==> config.mk <==
export PLATFORM = sky130hd
export DESIGN_NAME = adc_average_voltmeter_display_flat
export DESIGN_NICKNAME = d
export VERILOG_FILES = /design/src/rtl/ava_pkg.sv /design/src/rtl/ava_in_if.sv /design/src/rtl/ava_out_if.sv /design/src/rtl/ava_accum.sv /design/src/rtl/ava_scale.sv /design/src/rtl/ava_disp.sv /design/src/rtl/adc_average_voltmeter_display.sv /design/src/flat_wrapper.sv
export SDC_FILE = /design/constraint.sdc
export NUM_CORES = 1
export LEC_CHECK = 0
export BUFFER_PORTS_ARGS = -buffer_cell sky130_fd_sc_hd__buf_2
export CORE_UTILIZATION = 50
export DETAILED_ROUTE_END_ITERATION = 16
export GPL_ROUTABILITY_DRIVEN = 0
export PLACE_DENSITY_LB_ADDON = 0.15
export REMOVE_ABC_BUFFERS = 1
export SLEW_MARGIN = 0
export SYNTH_ARGS = -nofsm -noshare
export SYNTH_HDL_FRONTEND = slang
export SYNTH_SLANG_ARGS = --single-unit
export TNS_END_PERCENT = 30
==> constraint.sdc <==
create_clock -name i_clk -period 4.1 [get_ports i_clk]
set_clock_uncertainty 0.2 [all_clocks]
set_input_delay 1.23 -clock i_clk [delete_from_list [all_inputs] [get_ports i_clk]]
set_output_delay 1.23 -clock i_clk [all_outputs]
set_load 0.1 [all_outputs]
==> src/rtl/ava_pkg.sv <==
// shared types, constants and lookup functions of the averaging voltmeter
package ava_pkg;

    localparam int SAMPLE_W = 10;
    localparam int AVG_W    = 10;
    localparam int TENTHS_W = 6;
    localparam int SEG_W    = 7;
    localparam int BCD_W    = 8;

    localparam logic FUNC_SAMPLE  = 1'b0;
    localparam logic FUNC_REFRESH = 1'b1;

    // (avg * 33 + 511) / 1023 as one multiply by a rounded-up reciprocal of 1023
    localparam int SCALE_SHIFT = 26;
    localparam int SCALE_K_W   = 22;
    localparam int SCALE_P_W   = 33;
    localparam logic [SCALE_K_W-1:0] SCALE_MUL  = SCALE_K_W'(33 * 65601);
    localparam logic [SCALE_P_W-1:0] SCALE_BIAS = SCALE_P_W'(511 * 65601);

    typedef struct packed {
        logic valid;
        logic func;
        logic done;
    } t_ctl;

    function automatic logic [SEG_W-1:0] seg_code(input logic [3:0] d);
        logic [SEG_W-1:0] s;
        case (d)
            4'd0:    s = 7'h3F;
            4'd1:    s = 7'h06;
            4'd2:    s = 7'h5B;
            4'd3:    s = 7'h4F;
            4'd4:    s = 7'h66;
            4'd5:    s = 7'h6D;
            4'd6:    s = 7'h7D;
            4'd7:    s = 7'h07;
            4'd8:    s = 7'h7F;
            4'd9:    s = 7'h6F;
            4'd10:   s = 7'h77;
            4'd11:   s = 7'h7C;
            4'd12:   s = 7'h39;
            4'd13:   s = 7'h5E;
            4'd14:   s = 7'h79;
            default: s = 7'h71;
        endcase
        return s;
    endfunction

    // value stays below 40, so the tens digit is found by three compares
    function automatic logic [BCD_W-1:0] to_bcd(input logic [TENTHS_W-1:0] v);
        logic [3:0] tens;
        logic [TENTHS_W-1:0] units;
        if (v >= TENTHS_W'(30)) begin
            tens  = 4'd3;
            units = v - TENTHS_W'(30);
        end else if (v >= TENTHS_W'(20)) begin
            tens  = 4'd2;
            units = v - TENTHS_W'(20);
        end else if (v >= TENTHS_W'(10)) begin
            tens  = 4'd1;
            units = v - TENTHS_W'(10);
        end else begin
            tens  = 4'd0;
            units = v;
        end
        return {tens, units[3:0]};
    endfunction

endpackage

==> src/rtl/ava_in_if.sv <==
// input channel: sample or refresh item
interface ava_in_if;
    import ava_pkg::*;

    logic                valid;
    logic                ready;
    logic                func;
    logic [SAMPLE_W-1:0] sample;

    modport source (output valid, output func, output sample, input ready);
    modport sink   (input valid, input func, input sample, output ready);
endinterface

==> src/rtl/ava_out_if.sv <==
// output channel: selected digit and its segment code
interface ava_out_if;
    import ava_pkg::*;

    logic             valid;
    logic             ready;
    logic             digit_select;
    logic [SEG_W-1:0] segments;

    modport source (output valid, output digit_select, output segments, input ready);
    modport sink   (input valid, input digit_select, input segments, output ready);
endinterface

==> src/rtl/ava_accum.sv <==
// input register and running sample accumulator
module ava_accum #(
    parameter int SAMPLES_PER_AVERAGE = 8
) (
    input  logic                 i_clk,
    input  logic                 i_rst_n,
    ava_in_if.sink               i_in,
    input  logic                 i_ready_b,
    output ava_pkg::t_ctl        o_b,
    output logic [$clog2(SAMPLES_PER_AVERAGE*1023+1)-1:0] o_b_sum
);
    import ava_pkg::*;

    localparam int SUM_W = $clog2(SAMPLES_PER_AVERAGE * 1023 + 1);
    localparam int CNT_W = $clog2(SAMPLES_PER_AVERAGE);
    localparam logic [CNT_W-1:0] LAST_CNT = CNT_W'(SAMPLES_PER_AVERAGE - 1);

    logic                r_a_valid;
    logic                r_a_func;
    logic [SAMPLE_W-1:0] r_a_sample;
    t_ctl                r_b;
    logic [SUM_W-1:0]    r_b_sum;
    logic [SUM_W-1:0]    r_sum;
    logic [CNT_W-1:0]    r_count;

    logic [SUM_W-1:0] n_sum;
    logic             last;
    logic             load_b;
    logic             adv_a;

    assign n_sum  = r_sum + SUM_W'(r_a_sample);
    assign last   = (r_count == LAST_CNT);
    assign load_b = !r_b.valid || i_ready_b;
    assign adv_a  = r_a_valid && load_b;

    assign i_in.ready = !r_a_valid || load_b;
    assign o_b        = r_b;
    assign o_b_sum    = r_b_sum;

    always_ff @(posedge i_clk) begin
        if (!i_rst_n) begin
            r_a_valid <= 1'b0;
            r_b       <= '0;
            r_sum     <= '0;
            r_count   <= '0;
        end else begin
            if (i_in.ready) begin
                r_a_valid <= i_in.valid;
            end
            if (load_b) begin
                r_b.valid <= r_a_valid;
                r_b.func  <= r_a_func;
                r_b.done  <= (r_a_func == FUNC_SAMPLE) && last;
            end
            if (adv_a && r_a_func == FUNC_SAMPLE) begin
                if (last) begin
                    r_sum   <= '0;
                    r_count <= '0;
                end else begin
                    r_sum   <= n_sum;
                    r_count <= r_count + CNT_W'(1);
                end
            end
        end
    end

    always_ff @(posedge i_clk) begin
        if (i_in.ready) begin
            r_a_func   <= i_in.func;
            r_a_sample <= i_in.sample;
        end
        if (load_b) begin
            r_b_sum <= n_sum;
        end
    end

    a_count_bound: assert property (@(posedge i_clk) disable iff (!i_rst_n)
        r_count <= LAST_CNT)
        else $error("sample count beyond group size");

    a_done_on_sample: assert property (@(posedge i_clk) disable iff (!i_rst_n)
        r_b.valid && r_b.done |-> r_b.func == FUNC_SAMPLE)
        else $error("group end flagged on a refresh item");

endmodule

==> src/rtl/ava_scale.sv <==
// average by reciprocal multiply, then scaling to tenths of a volt
module ava_scale #(
    parameter int SAMPLES_PER_AVERAGE = 8
) (
    input  logic                 i_clk,
    input  logic                 i_rst_n,
    input  ava_pkg::t_ctl        i_b,
    input  logic [$clog2(SAMPLES_PER_AVERAGE*1023+1)-1:0] i_b_sum,
    output logic                 o_ready_b,
    input  logic                 i_ready_d,
    output ava_pkg::t_ctl        o_d,
    output logic [ava_pkg::TENTHS_W-1:0] o_d_tenths
);
    import ava_pkg::*;

    localparam int SUM_W   = $clog2(SAMPLES_PER_AVERAGE * 1023 + 1);
    localparam int RSHIFT  = SUM_W + $clog2(SAMPLES_PER_AVERAGE);
    localparam int PROD_W  = SUM_W + RSHIFT;
    localparam logic [RSHIFT-1:0] RECIP =
        RSHIFT'((2 ** RSHIFT + SAMPLES_PER_AVERAGE - 1) / SAMPLES_PER_AVERAGE);

    t_ctl                r_c;
    logic [AVG_W-1:0]    r_c_avg;
    t_ctl                r_d;
    logic [TENTHS_W-1:0] r_d_tenths;

    logic [PROD_W-1:0]    avg_prod;
    logic [SCALE_P_W-1:0] scale_prod;
    logic                 load_c;
    logic                 load_d;

    assign avg_prod   = {{RSHIFT{1'b0}}, i_b_sum} * {{SUM_W{1'b0}}, RECIP};
    assign scale_prod = {{(SCALE_P_W - AVG_W){1'b0}}, r_c_avg}
                        * {{(SCALE_P_W - SCALE_K_W){1'b0}}, SCALE_MUL} + SCALE_BIAS;

    assign load_d    = !r_d.valid || i_ready_d;
    assign load_c    = !r_c.valid || load_d;
    assign o_ready_b = load_c;
    assign o_d        = r_d;
    assign o_d_tenths = r_d_tenths;

    always_ff @(posedge i_clk) begin
        if (!i_rst_n) begin
            r_c <= '0;
            r_d <= '0;
        end else begin
            if (load_c) begin
                r_c <= i_b;
            end
            if (load_d) begin
                r_d <= r_c;
            end
        end
    end

    always_ff @(posedge i_clk) begin
        if (load_c) begin
            r_c_avg <= avg_prod[RSHIFT +: AVG_W];
        end
        if (load_d) begin
            r_d_tenths <= scale_prod[SCALE_SHIFT +: TENTHS_W];
        end
    end

    a_tenths_range: assert property (@(posedge i_clk) disable iff (!i_rst_n)
        r_d.valid && r_d.done |-> r_d_tenths <= TENTHS_W'(33))
        else $error("scaled reading above full scale");

endmodule

==> src/rtl/ava_disp.sv <==
// digit store, digit multiplexing and segment output register
module ava_disp (
    input  logic                          i_clk,
    input  logic                          i_rst_n,
    input  ava_pkg::t_ctl                 i_d,
    input  logic [ava_pkg::TENTHS_W-1:0]  i_d_tenths,
    output logic                          o_ready_d,
    ava_out_if.source                     o_out
);
    import ava_pkg::*;

    logic             r_o_valid;
    logic             r_o_sel;
    logic [SEG_W-1:0] r_o_seg;
    logic [BCD_W-1:0] r_bcd;
    logic             r_turn;

    logic       load_e;
    logic       take;
    logic [3:0] digit;

    assign load_e    = !r_o_valid || o_out.ready;
    assign o_ready_d = (i_d.func == FUNC_SAMPLE) || load_e;
    assign take      = i_d.valid && o_ready_d;
    assign digit     = r_turn ? r_bcd[7:4] : r_bcd[3:0];

    assign o_out.valid        = r_o_valid;
    assign o_out.digit_select = r_o_sel;
    assign o_out.segments     = r_o_seg;

    always_ff @(posedge i_clk) begin
        if (!i_rst_n) begin
            r_o_valid <= 1'b0;
            r_bcd     <= '0;
            r_turn    <= 1'b0;
        end else begin
            if (take && i_d.func == FUNC_REFRESH) begin
                r_o_valid <= 1'b1;
                r_turn    <= ~r_turn;
            end else if (o_out.ready) begin
                r_o_valid <= 1'b0;
            end
            if (take && i_d.func == FUNC_SAMPLE && i_d.done) begin
                r_bcd <= to_bcd(i_d_tenths);
            end
        end
    end

    always_ff @(posedge i_clk) begin
        if (take && i_d.func == FUNC_REFRESH) begin
            r_o_sel <= r_turn;
            r_o_seg <= seg_code(digit);
        end
    end

    a_bcd_digits: assert property (@(posedge i_clk) disable iff (!i_rst_n)
        r_bcd[7:4] <= 4'd3 && r_bcd[3:0] <= 4'd9)
        else $error("stored digits out of range");

    a_turn_toggle: assert property (@(posedge i_clk) disable iff (!i_rst_n)
        take && i_d.func == FUNC_REFRESH |=> r_turn != $past(r_turn) && r_o_valid)
        else $error("refresh did not switch digit");

endmodule

==> src/rtl/adc_average_voltmeter_display.sv <==
// top level of the averaging voltmeter with two-digit display
// One item is accepted per clock cycle unless stalled, and each takes five register stages from
// transfer to the output register: input register and accumulator, average by
// reciprocal multiply, scaling multiply, then digit store and segment register.
// Ready is chained back through the stage valids, so bubbles are filled while a
// result waits and the throughput is one item per cycle while the output side
// keeps taking results. Sample items give no output; the average of each group
// of SAMPLES_PER_AVERAGE readings shows on refresh items that follow the group's
// last sample, and each refresh item gives one digit, units first.
module adc_average_voltmeter_display #(
    parameter int SAMPLES_PER_AVERAGE = 8
) (
    input  logic      i_clk,
    input  logic      i_rst_n,
    ava_in_if.sink    i_in,
    ava_out_if.source o_out
);
    import ava_pkg::*;

    localparam int SUM_W = $clog2(SAMPLES_PER_AVERAGE * 1023 + 1);

    t_ctl                ctl_b;
    logic [SUM_W-1:0]    sum_b;
    logic                ready_b;
    t_ctl                ctl_d;
    logic [TENTHS_W-1:0] tenths_d;
    logic                ready_d;

    ava_accum #(
        .SAMPLES_PER_AVERAGE(SAMPLES_PER_AVERAGE)
    ) u_accum (
        .i_clk     (i_clk),
        .i_rst_n   (i_rst_n),
        .i_in      (i_in),
        .i_ready_b (ready_b),
        .o_b       (ctl_b),
        .o_b_sum   (sum_b)
    );

    ava_scale #(
        .SAMPLES_PER_AVERAGE(SAMPLES_PER_AVERAGE)
    ) u_scale (
        .i_clk      (i_clk),
        .i_rst_n    (i_rst_n),
        .i_b        (ctl_b),
        .i_b_sum    (sum_b),
        .o_ready_b  (ready_b),
        .i_ready_d  (ready_d),
        .o_d        (ctl_d),
        .o_d_tenths (tenths_d)
    );

    ava_disp u_disp (
        .i_clk      (i_clk),
        .i_rst_n    (i_rst_n),
        .i_d        (ctl_d),
        .i_d_tenths (tenths_d),
        .o_ready_d  (ready_d),
        .o_out      (o_out)
    );

endmodule
==> src/flat_wrapper.sv <==
// flat-port wrapper written by rule: the top's interface ports become plain ports
module adc_average_voltmeter_display_flat import ava_pkg::*;
#(
    parameter int SAMPLES_PER_AVERAGE = 8
)
  (i_clk, i_rst_n, i_in_valid, i_in_func, i_in_sample, i_in_ready, o_out_valid, o_out_digit_select, o_out_segments, o_out_ready);
  ava_in_if i_in_i ();
  ava_out_if o_out_i ();
  input  logic i_clk;
  input  logic i_rst_n;
  input wire logic [$bits(i_in_i.valid)-1:0] i_in_valid;
  input wire logic [$bits(i_in_i.func)-1:0] i_in_func;
  input wire logic [$bits(i_in_i.sample)-1:0] i_in_sample;
  output wire logic [$bits(i_in_i.ready)-1:0] i_in_ready;
  output wire logic [$bits(o_out_i.valid)-1:0] o_out_valid;
  output wire logic [$bits(o_out_i.digit_select)-1:0] o_out_digit_select;
  output wire logic [$bits(o_out_i.segments)-1:0] o_out_segments;
  input wire logic [$bits(o_out_i.ready)-1:0] o_out_ready;
  assign i_in_i.valid = i_in_valid;
  assign i_in_i.func = i_in_func;
  assign i_in_i.sample = i_in_sample;
  assign i_in_ready = i_in_i.ready;
  assign o_out_valid = o_out_i.valid;
  assign o_out_digit_select = o_out_i.digit_select;
  assign o_out_segments = o_out_i.segments;
  assign o_out_i.ready = o_out_ready;
  adc_average_voltmeter_display #(.SAMPLES_PER_AVERAGE(SAMPLES_PER_AVERAGE)) u_core (.i_clk(i_clk), .i_rst_n(i_rst_n), .i_in(i_in_i), .o_out(o_out_i));
endmodule
=== After elaboration in Yosys (flattened, before gate mapping) ===
Memories as Yosys holds them, arrays and structs flattened. A register that Yosys moved wholly into a read port is not among the register bits.
Index checks and enable logic that the tools add are counted.
W data, S select, Z words.

* Register bits: 77
* ROM bits: 112
* Bits of input ports: 15
* Output and inout port bits: 10
* Logic and storage cells: 66
* Memories kept: 1

* Add/subtract/negate cells: 6
* Multipliers: 1
* $lt $le $gt $ge: 3
* Equal/unequal tests: 1
* Multiplexer cells: 11
* Bitwise operators: 3
* Reduce and logical (&&, ||, !) cells: 19

{| class="wikitable"
|+ Memory list
! name !! depth !! width !! read ports !! clocked after memory_dff !! write ports !! line !! text
|-
| (no name shown) || 16 || 7 || 1 || 1 || 0 || ava_pkg.sv:28 || <nowiki>case (d)</nowiki>
|}

{| class="wikitable"
|+ Operator list
! cell !! number
|-
| $add A32 B25 Y32 const B || 1
|-
| $mul A10 B22 Y32 const B || 1
|-
| $mux W4 || 4
|-
| $add A13 B10 Y13 || 1
|-
| $mux W13 || 1
|-
| $ge A6 B5 Y1 const B || 2
|-
| $sub A4 B4 Y4 const B || 2
|-
| $logic_and A1 B1 Y1 || 7
|-
| $ge A6 B4 Y1 const B || 1
|-
| $logic_or A1 B1 Y1 || 6
|-
| $logic_not A1 Y1 || 5
|-
| $mux W2 || 2
|-
| $sub A4 B3 Y4 const B || 1
|-
| $add A3 B1 Y3 const B || 1
|-
| $eq A3 B3 Y1 const B || 1
|-
| $mux W1 || 3
|-
| $mux W3 || 1
|-
| $not A1 Y1 || 3
|-
| $reduce_bool A2 Y1 || 1
|}

=== Longest topological paths before layout ===
Gate-level depths: netlist (run 1).

* Depth after elaboration: 8
* Depth in mapped cells: 16
* Depth with buffers taken out: 16

=== Hierarchy ===
From an unflattened synthesis (run 1), not the netlist that was laid out.

* Cells, all modules: 592
* Area, all modules: 6082.1 µm²

{| class="wikitable"
|+ Modules (own cells, without submodules)
! module !! times used !! cells each !! area each (µm²) !! seq. area each (µm²)
|-
| ava_scale || 1 || 283 || 2891.5 || 600.6
|-
| ava_accum || 1 || 181 || 2015.7 || 1121.1
|-
| ava_disp || 1 || 128 || 1174.9 || 400.4
|}

=== Least setup slack after synthesis (run 1) ===
Ideal clock, no wire load.

* Path type: input-to-output
* Start point: input o_out_ready
* End point: output i_in_ready
* Arrival: 2.745 ns
* Data required time: 2.670 ns
* Path slack: -0.075 ns
* Cell stages on the path: 5
* Path buffers: 2
* Cells stage by stage: and4b_1 buf_6 and3_1 clkbuf_1 nand2_1

* Longest elaborated chain between the ends: 6

{| class="wikitable"
|+ Ends and longest elaborated chain
! what !! line !! text
|-
| start: declaration || flat_wrapper.sv:18 || <nowiki>input wire logic [$bits(o_out_i.ready)-1:0] o_out_ready;</nowiki>
|-
| $logic_or A1 B1 Y1 || ava_disp.sv:22 || <nowiki>assign load_e = !r_o_valid || o_out.ready;</nowiki>
|-
| $logic_or A1 B1 Y1 || ava_disp.sv:23 || <nowiki>assign o_ready_d = (i_d.func == FUNC_SAMPLE) || load_e;</nowiki>
|-
| $logic_or A1 B1 Y1 || ava_scale.sv:36 || <nowiki>assign load_d = !r_d.valid || i_ready_d;</nowiki>
|-
| $logic_or A1 B1 Y1 || ava_scale.sv:37 || <nowiki>assign load_c = !r_c.valid || load_d;</nowiki>
|-
| $logic_or A1 B1 Y1 || ava_accum.sv:33 || <nowiki>assign load_b = !r_b.valid || i_ready_b;</nowiki>
|-
| $logic_or A1 B1 Y1 || ava_accum.sv:36 || <nowiki>assign i_in.ready = !r_a_valid || load_b;</nowiki>
|-
| end: declaration || flat_wrapper.sv:14 || <nowiki>output wire logic [$bits(i_in_i.ready)-1:0] i_in_ready;</nowiki>
|}

No other way between the ends.

=== Worst setup path in the final report (run 1) ===
* Start point: register u_core.u_scale.r_c_avg[7]
* End point: register u_core.u_scale.r_d_tenths[2], in the netlist u_core.u_scale.o_d_tenths[2] (data pin)

* Longest elaborated chain between the ends: 2

{| class="wikitable"
|+ Ends and longest elaborated chain
! what !! line !! text
|-
| start: declaration || ava_scale.sv:23 || <nowiki>logic [AVG_W-1:0] r_c_avg;</nowiki>
|-
| start signal: assignment || ava_scale.sv:58 || <nowiki>r_c_avg <= avg_prod[RSHIFT +: AVG_W];</nowiki>
|-
| $mul A10 B22 Y32 || ava_scale.sv:34 || <nowiki>* {{(SCALE_P_W - SCALE_K_W){1'b0}}, SCALE_MUL} + SCALE_BIAS;</nowiki>
|-
| $add A32 B25 Y32 || ava_scale.sv:34 ||
|-
| net u_core.u_scale.scale_prod[28] || ava_scale.sv:28 || <nowiki>logic [SCALE_P_W-1:0] scale_prod;</nowiki>
|-
| end signal: assignment || ava_scale.sv:61 || <nowiki>r_d_tenths <= scale_prod[SCALE_SHIFT +: TENTHS_W];</nowiki>
|-
| end: declaration || ava_scale.sv:25 || <nowiki>logic [TENTHS_W-1:0] r_d_tenths;</nowiki>
|}

The timed path passes the listed nets, and every way through them passes these cells.
A chain may end at the register's enable or synchronous reset.

==> flow_summary.yaml, run 1 <==
run_status:
  status: "complete, no violations"
worst_setup_path:
  r2r-start: "u_core.u_scale.r_c_avg[7]"
  cp_max_fo: 6
  crit_arrival_ns: 3.99
  setup.worst_path.class: "reg2reg"
  endpoint_kind: "flop"
  reg2reg_depth: 12
  timing.rr.end: "u_core.u_scale.o_d_tenths[2]"
  crit_required_ns: 4.00
  cp-start-kind: "flop"
  r2r_slack_ns: 0.004
final_layout:
  nFillCells: 899
  post-route-util_pct: 59.9
  stdcell_count: 743
  final_cell_area_mm2: 0.00652
  multi_input_area_mm2: 0.00354
  final_layout_size_suffix_gt1_share_pct: 17.1
  area_growth_pct: 16.2
  fin_nets: 743
  register_area_mm2: 0.00203
  antennaDiodeCount: 0
placed_design:
  hpwl_um: 8500
  dp_slack_ns: -0.234
  place.port_buffers: 24
  dp_cells: 715
  placed_area_mm2: 0.00606
floorplanning:
  die_x_um: 108
  start_util_pct: 51.6
  row_count: 38
  die_area_mm2: 0.0117
  fp.dieH_um: 108
  ioPinCount: 25
  core-area_mm2: 0.0109
global_routing:
  antenna_found_initial: 0
  grt_max_degree: 33
  first_global_vias: 3839
  grt_use_total_pct: 19.6
  grt_overflow: 0
  grt_pass1_wl_um: 17800
clock_network:
  h-tree-depth: 3
  clk-insertion-delay-late_ns: 0.34
  cts_buffers: 9
  cts_tree: "yes"
  clockBufferDepth: 2
  cts.sinks: 79
  clk_pin_slew_worst_paths_ns: 0.08
  root_buffer: "clkbuf_8"
timing:
  finalSetupViolCount: 0
  tns_ns: 0
  slew_headroom_pct: 28.7
  hold_viol: 0
  drv_slew: 0
  worst_slew_pin_slew_ns: 1.07
  period_share_pct: 99.9
  rsz0062_at_grt: "yes"
  worst_slack_ns: 0.00409
  max_freq_mhz: 244
  hold_slack_ns: 0.213
  period_minus_slack_ns: 4.10
route:
  drt_iter0_drc: 171
  wl_per_cell_um: 15.0
  wirelength_um: 11100
  via_per_inst: 5.53
  vias: 4110
  ant_nets: 0
  drc_errors: 0
  first_pass_iters: 4
logic_synthesis:
  syn_inst: 536
  ys_ff_latch: 79
  synth_top_area_share_pct: 25.2
  synth_most_common_cell: "ha_1"
  netlist_area_mm2: 0.00561
  yosysUniqueCellTypes: 53
  async_flop_share_pct: 0
  synth_area_leaders: "ha_1, edfxtp_1, dfxtp_1, fa_1, a21oi_1"
  synth-seq-area-share_pct: 36.2
  synth_enable_flop_cells: 45
  synthTopCellsByCount: "ha_1, nor2_1, inv_1, edfxtp_1, a21oi_1"
  yosys_warnings: 0
  avgSynthCellArea_um2: 10.5
  yosys.area.top_type: "ha_1"
  ys.flop_type: "edfxtp_1"
hold_path:
  min_path_type: "reg2reg"
  hold_depth: 0
  worstHoldStart: "u_core.u_accum.o_b_sum[3]"
  holdPathEnd: "u_core.u_scale.r_c_avg[0]"
power_and_ir_drop:
  ir_drop_mv: 0.241
  pwr_density_cell_mw_per_mm2: 417
  power_mw: 2.72
  total_leakage_power_nw: 3.00
run:
  max-cap-violations: 0
## per-layer routing
| layer | track usage [%] | up-vias | share of wire (%) |
|---|---|---|---|
| met5 | 0 | - | 0 |
| met4 | 5.28 | 0 | 1.2 |
| met3 | 3.32 | 10 | 3.1 |
| met2 | 32.8 | 66 | 50 |
| met1 | 26.2 | 1977 | 46 |
| li1 | - | 2057 | - |
## power by group
group / internal (mW) / switching (mW) / total [mW]
clock: 0.274 / 0.276 / 0.550
combinational: 0.570 / 0.651 / 1.22
sequential: 0.896 / 0.0496 / 0.946
## state kept, by name, indices dropped and copies added, names as in the netlist
signal	count
u_core.u_accum.o_b	3
u_core.u_disp.r_bcd	6
u_core.u_accum.r_a_valid	1
u_core.u_disp.o_out.valid	1
u_core.u_accum.r_count	3
u_core.u_accum.r_sum	13
u_core.u_scale.o_d_tenths	6
u_core.u_disp.o_out.segments	7
u_core.u_scale.o_d	3
u_core.u_scale.r_c	3
u_core.u_disp.r_turn	1
u_core.u_accum.r_a_func	1
u_core.u_disp.o_out.digit_select	1
u_core.u_accum.r_a_sample	10
u_core.u_scale.r_c_avg	10
u_core.u_accum.o_b_sum	10
## worst max path at each step
stage / end / startpoint / depth (start not counted) / slack (ns)
after floorplan: u_core.u_scale.o_d_tenths[5] / u_core.u_scale.r_c_avg[8] / 16 / -0.05
after global placement: u_core.u_scale.o_d_tenths[3] / u_core.u_scale.r_c_avg[8] / 17 / -0.08
after detailed placement: u_core.u_scale.o_d_tenths[0] / u_core.u_scale.r_c_avg[9] / 14 / -0.23
after CTS: u_core.u_scale.o_d_tenths[0] / u_core.u_scale.r_c_avg[4] / 14 / -0.02
after global routing: u_core.u_scale.o_d_tenths[2] / u_core.u_scale.r_c_avg[7] / 12 / -0.08
final: u_core.u_scale.o_d_tenths[2] / u_core.u_scale.r_c_avg[7] / 12 / 0.004
## cell families after synthesis
logic type                 count (synthesis)  synth area share (%)
AOI/OAI and AO/OA                        117                  13.5
xor gates and xnor gates                  16                  2.50
adders and majority gates                130                  31.2
buffers and inverters                     58                  4.03
DFF                                       79                  36.2
muxes                                     10                  1.78
and+or+nand+nor                          126                  10.8
## critical path: stages, from the launching register on
cell      delay [ns]
edfxtp_1        0.50
ha_1            0.34
fa_1            0.49
inv_1           0.06
fa_1            0.42
ha_1            0.30
ha_1            0.32
a21o_1          0.20
a31o_2          0.25
a21oi_2         0.15
a21oi_2         0.12
buf_4           0.15
o41a_1          0.36
## final cells by class
class	instances	area share [%]
Sequential cell	79	31.2
Multi-Input combinational cell	399	54.2
Tap cell	140	2.69
Inverter	46	2.65
Timing Repair Buffer	63	6.33
Clock inverter	4	0.384
Clock buffer	12	2.55
## cell usage in the layout (no fill, tap or decap), drive strengths merged, types with 5 or more instances in the layout
master / Yosys / routed
inv: 46 / 48
o21ai: 19 / 19
nand2: 28 / 28
a31oi: 6 / 6
and3: 5 / 5
xor2: 6 / 6
a21oi: 36 / 36
fa: 17 / 17
ha: 113 / 113
nor3: 9 / 9
o21a: 7 / 7
a211oi: 10 / 10
buf: 2 / 63
edfxtp: 45 / 45
xnor2: 10 / 10
a22oi: 7 / 7
nand3: 6 / 6
clkbuf: 10 / 12
dfxtp: 34 / 34
nor2b: 5 / 5
nor2: 47 / 47
mux2i: 10 / 10
a21o: 7 / 7
## repair_timing
action | CTS | global route
buffers inserted | 1 | 11
hold buffers | 0 | 0
pin swaps | 1 | 11
setup endpoints to repair | 5 | 6
resized for setup | 6 | 21
Power figures use the tool's default switching activity.
==> inputs of run 2 (changes only) <==
--- a/config.mk
+++ b/config.mk
@@ -11,2 +11,3 @@
 export GPL_ROUTABILITY_DRIVEN = 0
+export GPL_TIMING_DRIVEN = 0
 export PLACE_DENSITY_LB_ADDON = 0.15
==> constraint.sdc (replaced) <==
create_clock -name i_clk -period 4.1 [get_ports i_clk]
set_clock_uncertainty 0.2 [all_clocks]
set_input_delay 0.205 -clock i_clk [delete_from_list [all_inputs] [get_ports i_clk]]
set_output_delay 0.205 -clock i_clk [all_outputs]
set_load 0.1 [all_outputs]
==> flow_summary.yaml, run 2 (synthesized netlist as in run 1, its figures left out) <==
power_and_ir_drop:
  power_mw: 2.77
  pwr_density_cell_mw_per_mm2: 415
  ir_drop_mv: 0.264
  total_leakage_power_nw: 2.97
final_layout:
  largest_reg_flops: 13
  post-route-util_pct: 61.3
  final_cell_mix: "ha_1, nor2_1, edfxtp_1, inv_1, dfxtp_1"
  stdcell_count: 743
  final_common_cell: "ha_1"
  fin_nets: 743
  final_layout_size_suffix_gt1_share_pct: 17.1
  final_cell_area_mm2: 0.00667
  area_growth_pct: 18.8
  antennaDiodeCount: 0
  regMostFlops: "u_core.u_accum.r_sum"
global_routing:
  grt_use_total_pct: 19.2
  first_global_vias: 3904
  grt_pass1_wl_um: 17600
  grt_max_degree: 33
  grt_overflow: 0
  antenna_found_initial: 0
placed_design:
  hpwl_um: 7750
  placed_area_mm2: 0.00586
  dp_cells: 688
  place.port_buffers: 24
floorplanning:
  row_count: 38
  die_area_mm2: 0.0117
  fp.dieH_um: 108
  die_x_um: 108
  ioPinCount: 25
  core-area_mm2: 0.0109
  start_util_pct: 51.6
worst_setup_path:
  cp_max_fo: 5
  crit_required_ns: 3.98
  endpoint_kind: "flop"
  cp_common_cell: "ha_4"
  crit_path_top_delay_cell: "fa_2"
  cp-start-kind: "flop"
  crit_arrival_ns: 3.93
  crit_chain: "inv_2, buf_4, ha_4, fa_1, inv_1, fa_2, ha_4, ha_4, nand4_1, a211oi_2, o21ai_4, a21oi_4, o31ai_4, o41a_1"
  critical-path-max-stage-delay_ns: 0.59
  setup.worst_path.class: "reg2reg"
clock_network:
  clockBufferDepth: 2
  clk-insertion-delay-late_ns: 0.34
  cts_buffers: 9
  cts.sinks: 79
  cts_tree: "yes"
  root_buffer: "clkbuf_8"
  clk_pin_slew_worst_paths_ns: 0.09
  h-tree-depth: 3
run:
  max-cap-violations: 0
route:
  drt_iter0_drc: 134
  wl_per_cell_um: 14.9
  via_per_inst: 5.51
  vias: 4091
  wl_met2_um: 5570
  ant_nets: 0
  wl_met1_um: 5110
  top_layer_used: "met4"
  drc_errors: 0
  dr_wl_met3_um: 208
  wirelength_um: 11100
  first_pass_iters: 4
timing:
  period_share_pct: 98.7
  drv_slew: 0
  hold_viol: 0
  slew_headroom_pct: 29.4
  finalSetupViolCount: 0
  max_freq_mhz: 247
  period_minus_slack_ns: 4.05
  worst_slew_pin_slew_ns: 1.06
run_status:
  status: "complete, no violations"
hold_path:
  min_path_type: "reg2reg"
-- run 2: report_power, final --
part | internal (mW) | switching, mW | total, mW
Sequential | 0.897 | 0.0569 | 0.953
Combinational | 0.599 | 0.668 | 1.27
Clock | 0.260 | 0.288 | 0.548
-- run 2: worst max-delay path: cells and delay by family (launching register included) --
| family | cells | cell delay, ns |
|---|---|---|
| simple gates | 1 | 0.16 |
| fa+ha+maj | 5 | 1.76 |
| flops | 1 | 0.45 |
| buf+inv | 3 | 0.30 |
| compound gates | 5 | 0.93 |
-- run 2: metrics by stage --
step / TNS (ns) / hold WS (ns) / setup slack (ns)
2_1_floorplan: -0.0594 / 0.104 / -0.0529
3_3_place_gp: -2.36 / 0.182 / -0.564
3_5_place_dp: -2.73 / 0.183 / -0.598
4_1_cts: -0.0267 / 0.214 / -0.0186
5_1_grt: -0.226 / 0.227 / -0.0789
6_report: 0 / 0.218 / 0.0522
-- run 2: what timing repair did --
item / 4_1_cts / 5_1_grt
setup buffers: 10 / 15
hold buffers: 14 / 0
endpoints found under the hold margin: 15 / 0
gates cloned: 0 / 0
setup endpoints to repair: 6 / 6
pin swaps: 7 / 19
gates resized for setup: 18 / 31
-- run 2: path summary, 6_finish.rpt --
check	slack, ns	start	endpoint	cells past startpoint
setup / recovery	0.05	u_core.u_scale.r_c_avg[8]	u_core.u_scale.o_d_tenths[2]	14
hold / removal	0.22	u_core.u_accum.o_b_sum[5]	u_core.u_scale.r_c_avg[2]	0
setup reg to reg	0.05	u_core.u_scale.r_c_avg[8]	u_core.u_scale.o_d_tenths[2]	14
hold reg to reg	0.22	u_core.u_accum.o_b_sum[5]	u_core.u_scale.r_c_avg[2]	0
-- run 2: area by class of cell --
type / instances / area (um2)
fillers: 892 / 4220
clock inverters: 4 / 26.3
multi-input cells: 399 / 3650
inverters: 46 / 175
well taps: 140 / 175
flip-flops and latches: 79 / 2030
clock buffers: 12 / 156
repair buffers: 63 / 452
-- run 2: layer usage --
layer | up-vias | track usage [%]
li1 | 2073 | -
met1 | 1956 | 24.3
met2 | 48 | 33.8
met3 | 14 | 3.44
met5 | - | 0
met4 | 0 | 4.60
